`src/hdl/env_sensor_compensation_unit_assert.svh`:
```
// ============================================================================
// Assertion macros for the environmental sensor compensation unit
// Clocked implication checks, immediate and delayed, with reset disable.
// ============================================================================
`ifndef ENV_SENSOR_COMPENSATION_UNIT_ASSERT_SVH
`define ENV_SENSOR_COMPENSATION_UNIT_ASSERT_SVH

// Consequent must hold in the same cycle as the antecedent.
`define ESCU_ASSERT_IMP(label, clk, rst_n, ante, cons, msg) \
    label: assert property (@(posedge clk) disable iff (!rst_n) (ante) |-> (cons)) \
        else $error(msg);

// Consequent must hold a fixed number of cycles after the antecedent.
`define ESCU_ASSERT_DLY(label, clk, rst_n, ante, dly, cons, msg) \
    label: assert property (@(posedge clk) disable iff (!rst_n) (ante) |-> ##(dly) (cons)) \
        else $error(msg);

`endif

```
`src/hdl/escu_pkg.sv`:
```
// ============================================================================
// escu_pkg
// Shared types, constants and stage counts for the compensation pipeline.
// ============================================================================
package escu_pkg;

    localparam int CFG_IDX_W  = 3;
    localparam int CFG_DATA_W = 48;

    typedef enum logic [CFG_IDX_W-1:0] {
        CFG_CAL_TEMP      = 3'd0,
        CFG_CAL_PRESS_LO  = 3'd1,
        CFG_CAL_PRESS_MID = 3'd2,
        CFG_CAL_PRESS_HI  = 3'd3,
        CFG_CAL_HUM_A     = 3'd4,
        CFG_CAL_HUM_B     = 3'd5
    } t_cfg_idx;

    // fine temperature is truncated to TF_W signed bits, within -2^23 .. 2^23-1
    localparam int TF_W   = 24;
    localparam int DEN_W  = 40;
    localparam int UN_W   = 61;
    localparam int QUOT_W = 37;
    localparam int DVD_W  = UN_W + 12;
    localparam int Q_W    = QUOT_W + 1;

    localparam logic [QUOT_W-1:0] QUOT_MAX = '1;

    localparam int TF_PRESS_OFS = 128000;
    localparam int TF_HUM_OFS   = 76800;
    localparam int PRESS_FULL   = 1048576;
    localparam int PRESS_SCALE  = 3125;
    localparam int HUM_CLAMP    = 419430400;
    localparam int HUM_ROUND_A  = 16384;
    localparam int HUM_BIAS     = 2097152;
    localparam int HUM_HALF     = 32768;
    localparam int HUM_ROUND_C  = 8192;

    localparam logic [16:0] HUM_MAX_Q = 17'd102400;

    localparam int TEMP_STAGES  = 3;
    localparam int FRONT_STAGES = 7;
    localparam int POST_STAGES  = 3;
    localparam int PIPE_DEPTH   = TEMP_STAGES + FRONT_STAGES + QUOT_W + POST_STAGES;

    typedef struct packed {
        logic [19:0] raw_temp;
        logic [19:0] raw_press;
        logic [15:0] raw_hum;
    } t_meas;

    typedef struct packed {
        logic signed [17:0] temp_centi;
        logic [31:0]        press_q24_8;
        logic               press_invalid;
        logic [16:0]        hum_q22_10;
    } t_result;

    typedef struct packed {
        logic [15:0]        t1;
        logic signed [15:0] t2;
        logic signed [15:0] t3;
        logic [15:0]        p1;
        logic signed [15:0] p2;
        logic signed [15:0] p3;
        logic signed [15:0] p4;
        logic signed [15:0] p5;
        logic signed [15:0] p6;
        logic signed [15:0] p7;
        logic signed [15:0] p8;
        logic signed [15:0] p9;
        logic [7:0]         h1;
        logic signed [15:0] h2;
        logic [7:0]         h3;
        logic signed [15:0] h4;
        logic signed [15:0] h5;
        logic signed [7:0]  h6;
    } t_cal;

    typedef struct packed {
        logic signed [17:0] temp_centi;
        logic [16:0]        hum;
        logic               inv;
        logic               neg;
        logic               sat;
    } t_side;

    typedef struct packed {
        logic [DEN_W-1:0]  rem;
        logic [QUOT_W-1:0] low;
        logic [QUOT_W-1:0] quot;
        logic [DEN_W-1:0]  ud;
        t_side             side;
    } t_div;

endpackage

```
`src/hdl/escu_temp.sv`:
```
// ============================================================================
// escu_temp
// Three-stage temperature compensation: fine temperature and 0.01 degC value.
// ============================================================================
module escu_temp import escu_pkg::*; (
    input  logic                   i_clk,
    input  logic                   i_rst_n,
    input  logic                   i_vld,
    input  t_meas                  i_meas,
    input  t_cal                   i_cal,
    output logic                   o_vld,
    output logic signed [TF_W-1:0] o_tf,
    output logic signed [17:0]     o_temp,
    output logic [19:0]            o_raw_press,
    output logic [15:0]            o_raw_hum
);

    logic [TEMP_STAGES-1:0] r_vld;

    logic signed [18:0] d1;
    logic signed [17:0] d2;
    logic signed [34:0] n1_m1;
    logic signed [35:0] n1_m2;
    logic signed [34:0] r1_m1;
    logic signed [35:0] r1_m2;
    logic [19:0]        r1_rp;
    logic [15:0]        r1_rh;

    logic signed [23:0] m2s;
    logic signed [39:0] n2_m3;
    logic signed [23:0] r2_m1s;
    logic signed [39:0] r2_m3;
    logic [19:0]        r2_rp;
    logic [15:0]        r2_rh;

    logic signed [26:0]     tf_full;
    logic signed [TF_W-1:0] n3_tf;
    logic signed [27:0]     t5;
    logic signed [TF_W-1:0] r3_tf;
    logic signed [17:0]     r3_temp;
    logic [19:0]            r3_rp;
    logic [15:0]            r3_rh;

    always_comb begin
        d1    = $signed({2'b00, i_meas.raw_temp[19:3]}) - $signed({2'b00, i_cal.t1, 1'b0});
        d2    = $signed({2'b00, i_meas.raw_temp[19:4]}) - $signed({2'b00, i_cal.t1});
        n1_m1 = d1 * i_cal.t2;
        n1_m2 = d2 * d2;
        m2s   = r1_m2[35:12];
        n2_m3 = m2s * i_cal.t3;
        tf_full = 27'(r2_m1s) + 27'($signed(r2_m3[39:14]));
        n3_tf   = tf_full[TF_W-1:0];
        t5      = 28'(n3_tf) * 28'sd5 + 28'sd128;
    end

    always_ff @(posedge i_clk) begin
        if (!i_rst_n) begin
            r_vld <= '0;
        end else begin
            r_vld <= {r_vld[TEMP_STAGES-2:0], i_vld};
        end
    end

    always_ff @(posedge i_clk) begin
        r1_m1   <= n1_m1;
        r1_m2   <= n1_m2;
        r1_rp   <= i_meas.raw_press;
        r1_rh   <= i_meas.raw_hum;
        r2_m1s  <= r1_m1[34:11];
        r2_m3   <= n2_m3;
        r2_rp   <= r1_rp;
        r2_rh   <= r1_rh;
        r3_tf   <= n3_tf;
        r3_temp <= t5[25:8];
        r3_rp   <= r2_rp;
        r3_rh   <= r2_rh;
    end

    assign o_vld       = r_vld[TEMP_STAGES-1];
    assign o_tf        = r3_tf;
    assign o_temp      = r3_temp;
    assign o_raw_press = r3_rp;
    assign o_raw_hum   = r3_rh;

endmodule

```
`config.mk`:
```
export PLATFORM = sky130hd
export DESIGN_NAME = escu_temp
export DESIGN_NICKNAME = d
export VERILOG_FILES = /design/src/hdl/env_sensor_compensation_unit_assert.svh /design/src/hdl/escu_pkg.sv /design/src/hdl/escu_temp.sv
export SDC_FILE = /design/constraint.sdc
export NUM_CORES = 2
export LEC_CHECK = 0
export BUFFER_PORTS_ARGS = -buffer_cell sky130_fd_sc_hd__buf_2
export CORE_ASPECT_RATIO = 1.4
export CORE_UTILIZATION = 62
export DETAILED_ROUTE_END_ITERATION = 12
export GPL_TIMING_DRIVEN = 1
export PLACE_DENSITY = 0.83
export SETUP_SLACK_MARGIN = 0.5
export SYNTH_ARGS = -nofsm -noshare
export SYNTH_HDL_FRONTEND = slang
export SYNTH_SLANG_ARGS = --single-unit
```
`constraint.sdc`:
```
create_clock -name i_clk -period 11.6 [get_ports i_clk]
set_clock_uncertainty 0.2 [all_clocks]
set_input_delay 1.16 -clock i_clk [delete_from_list [all_inputs] [get_ports i_clk]]
set_output_delay 1.16 -clock i_clk [all_outputs]
set_load 0.01 [all_outputs]
```
==> impl_metrics.env <==
export IMPL_die_h_microns=302.1
export IMPL_syn_area_sq_um=39880
export IMPL_syn_nets=5724
export IMPL_status="completed"
export IMPL_drive_gt1_frac=0.06659
export IMPL_start_kind="input pin"
export IMPL_max_stage_delay_ns=0.90
export IMPL_layout_nets=5842
export IMPL_cts_clk_slew_worst_paths_ns=0.07
export IMPL_r2r_setup_slack_ns=3.89
export IMPL_ctsResizeCount=0
export IMPL_timing_final_ws_setup_ns=1.585
export IMPL_yosysWarnings=0
export IMPL_routed_via_density=5.529
export IMPL_grt_start_max_net_pins=34
export IMPL_antenna_found_initial=5
export IMPL_synth_top_cell_area_share=0.4538
export IMPL_dp_cells=5064
export IMPL_io_pins=402
export IMPL_crit_family="adder cells"
export IMPL_drt_iter0_markers=1775
export IMPL_hold_viol=0
export IMPL_crit_buf_inv=6
export IMPL_cts_hold_buf=0
export IMPL_die_width_microns=216.4
export IMPL_fp_coreArea_sq_um=63420
export IMPL_antenna_left=0
export IMPL_drtPass1Iterations=5
export IMPL_syn_instance_count=4142
export IMPL_place_ws_ns=1.079
export IMPL_maxSlewHeadroom=0.2319
export IMPL_clk_latency_ns=0.61
export IMPL_rsz0062_at_grt="no"
export IMPL_maxSlewViolCount=0
export IMPL_reg2reg_depth=22
export IMPL_fmax_mhz=99.85
export IMPL_antenna_cells=0
export IMPL_finalSetupViolCount=0
export IMPL_synth_seq_area_share=0.1230
export IMPL_dieArea_sq_um=65360
export IMPL_synth_top_cells_by_area="fa_1 (45%), dfxtp_1 (12%), ha_1 (11%)"
export IMPL_ys_seq_elements=245
export IMPL_hpwl_microns=76160
export IMPL_place_gp_congestion=0.9031
export IMPL_grt_pass1_vias=31300
export IMPL_cp_depth=32
export IMPL_path_max_fanout=10
export IMPL_clock_path_buffers=3
export IMPL_synth_edff_count=0
export IMPL_timing_setup_tns_ns=0
export IMPL_synth_flop_cell="dfxtp_1"
export IMPL_cts_tree="yes"
export IMPL_regToRegStartpoint="r1_m2[24]"
export IMPL_cts_sink_count=245
export IMPL_period_share=0.8634
export IMPL_drc=0
export IMPL_postCtsSetupBuffers=0
export IMPL_cpMostUsedCell="fa_1"
export IMPL_r2r_end="r2_m3[37]"
export IMPL_area_delta_synth_final_pct=6.736
export IMPL_worstPathArrival_ns=10.30
export IMPL_hp_class="flip-flop to flip-flop"
export IMPL_io_buffers=182
export IMPL_cap_viol_max_count=0
export IMPL_min_from="r1_rp[5]"
export IMPL_grt_total_usage=0.3027
export IMPL_whs_endpoint="r2_rp[5]"
export IMPL_period_needed_ns=10.01
export IMPL_whs_ns=0.09107
export IMPL_syn_area_per_cell_sq_um=9.628
export IMPL_fin_cells=5112
export IMPL_start_util=0.6289
export IMPL_row_count=109
export IMPL_wl_microns=93760
export IMPL_worstPathRequired_ns=11.88
export IMPL_gr_total_overflow=0
export IMPL_worst_pin_slew_ns=1.137
export IMPL_grt_pass1_wl_microns=153700
export IMPL_wl_per_cell_microns=18.34
export IMPL_path_class="input pin to flip-flop"
export IMPL_hold_path_depth=0
export IMPL_via_count=28265
export IMPL_cts_buffers_inserted=26
export IMPL_cts_root_buf="clkbuf_16"
export IMPL_slowest_stage="fa_1"
export IMPL_synth_cell_types=67
export IMPL_htree_levels=1
export IMPL_yosys_area_top_type="fa_1"
export IMPL_ys_async_sr_fraction=0
export IMPL_endpoint_kind="flip-flop"
[per-layer routing]
metal / part of all wire / GRT usage
met3: 0.078 / 0.04726
met4: 0.069 / 0.1886
met5: 0.00032 / 0
met1: 0.34 / 0.3445
met2: 0.51 / 0.5341
[worst max path at each step]
stage                           from   endpoint  slack, ns
final                     i_meas[40]  r1_m1[33]       1.59
after global routing      i_meas[40]  r1_m1[33]       0.79
after CTS                 i_meas[40]  r1_m1[33]       1.67
after detailed placement  i_meas[40]  r1_m1[33]       1.08
after global placement    i_meas[40]  r1_m1[33]       1.23
after floorplan           i_meas[40]  r1_m1[33]       2.35
[sequential cells by signal, indices dropped and copies added, names as in the netlist]
register,cells
o_raw_press,20
r1_rp,20
r2_rp,20
r2_rh,16
o_temp,18
r2_m1s,23
r_vld,3
o_raw_hum,16
r1_m2,22
r2_m3,24
r1_m1,23
r1_rh,16
o_tf,24
[Yosys cell counts, types with 6 or more instances]
cell / instances
nand2_1: 497
o21bai_1: 14
ha_1: 355
and2_1: 224
fa_1: 904
o21a_1: 18
nor2b_1: 29
xor2_1: 42
a31oi_1: 10
o211ai_1: 8
a21oi_1: 83
nand2b_1: 39
nand3_1: 24
or2_2: 8
or3_1: 9
nor3_1: 24
a211oi_1: 10
xnor2_1: 110
o21ai_0: 36
clkbuf_1: 117
nand4_1: 8
inv_1: 1054
a21o_1: 43
and4_1: 6
and3_1: 6
nor2_1: 139
dfxtp_1: 245
[cell usage in the layout (no fill, tap or decap), types with 6 or more instances in the layout]
cell type and count:
inv_1 1054, fa_1 904, nand2_1 497, ha_1 355, dfxtp_1 245, and2_1 224, buf_2 182, nor2_1 138
xnor2_1 108, a21oi_1 83, a21o_1 43, xor2_1 39, nand2b_1 39, o21ai_0 36, buf_4 30, nor2b_1 29
clkbuf_16 26, nand3_1 24, nor3_1 24, o21a_1 18, o21bai_1 14, a31oi_1 10, a211oi_1 10, or3_1 9
o211ai_1 8, or2_2 8, nand4_1 8, and4_1 6, and3_1 6
[cells by family (layout without fill, tap and decap cells)]
group | count (synthesis) | in the layout | synth area share
fa+ha+maj | 1259 | 1259 | 0.5652
buf+inv | 1184 | 1322 | 0.1115
simple gates | 1026 | 1026 | 0.1204
xor+xnor | 153 | 153 | 0.03379
compound gates | 274 | 274 | 0.04593
mux | 1 | 1 | 0.0002510
flops | 245 | 245 | 0.1230
[area by class of cell]
type,count,area (sq um)
timing repair buffer,212,1136
clock buffer,32,713.2
inverter,1062,3986
multi-input combinational,2713,30590
clock inverter,16,193.9
sequential,245,4905
fill,4725,20850
tap,832,1041
[stage by stage]
stage          area (sq um)  utilization
2_1_floorplan         39880            -
3_3_place_gp          41660       0.6569
3_5_place_dp          41660       0.6569
4_1_cts               42570       0.6712
5_1_grt               42570       0.6712
6_report              42570       0.6712
Power is not shown: default switching activity piles up to over one toggle a cycle in this logic, so the estimate is an artifact.
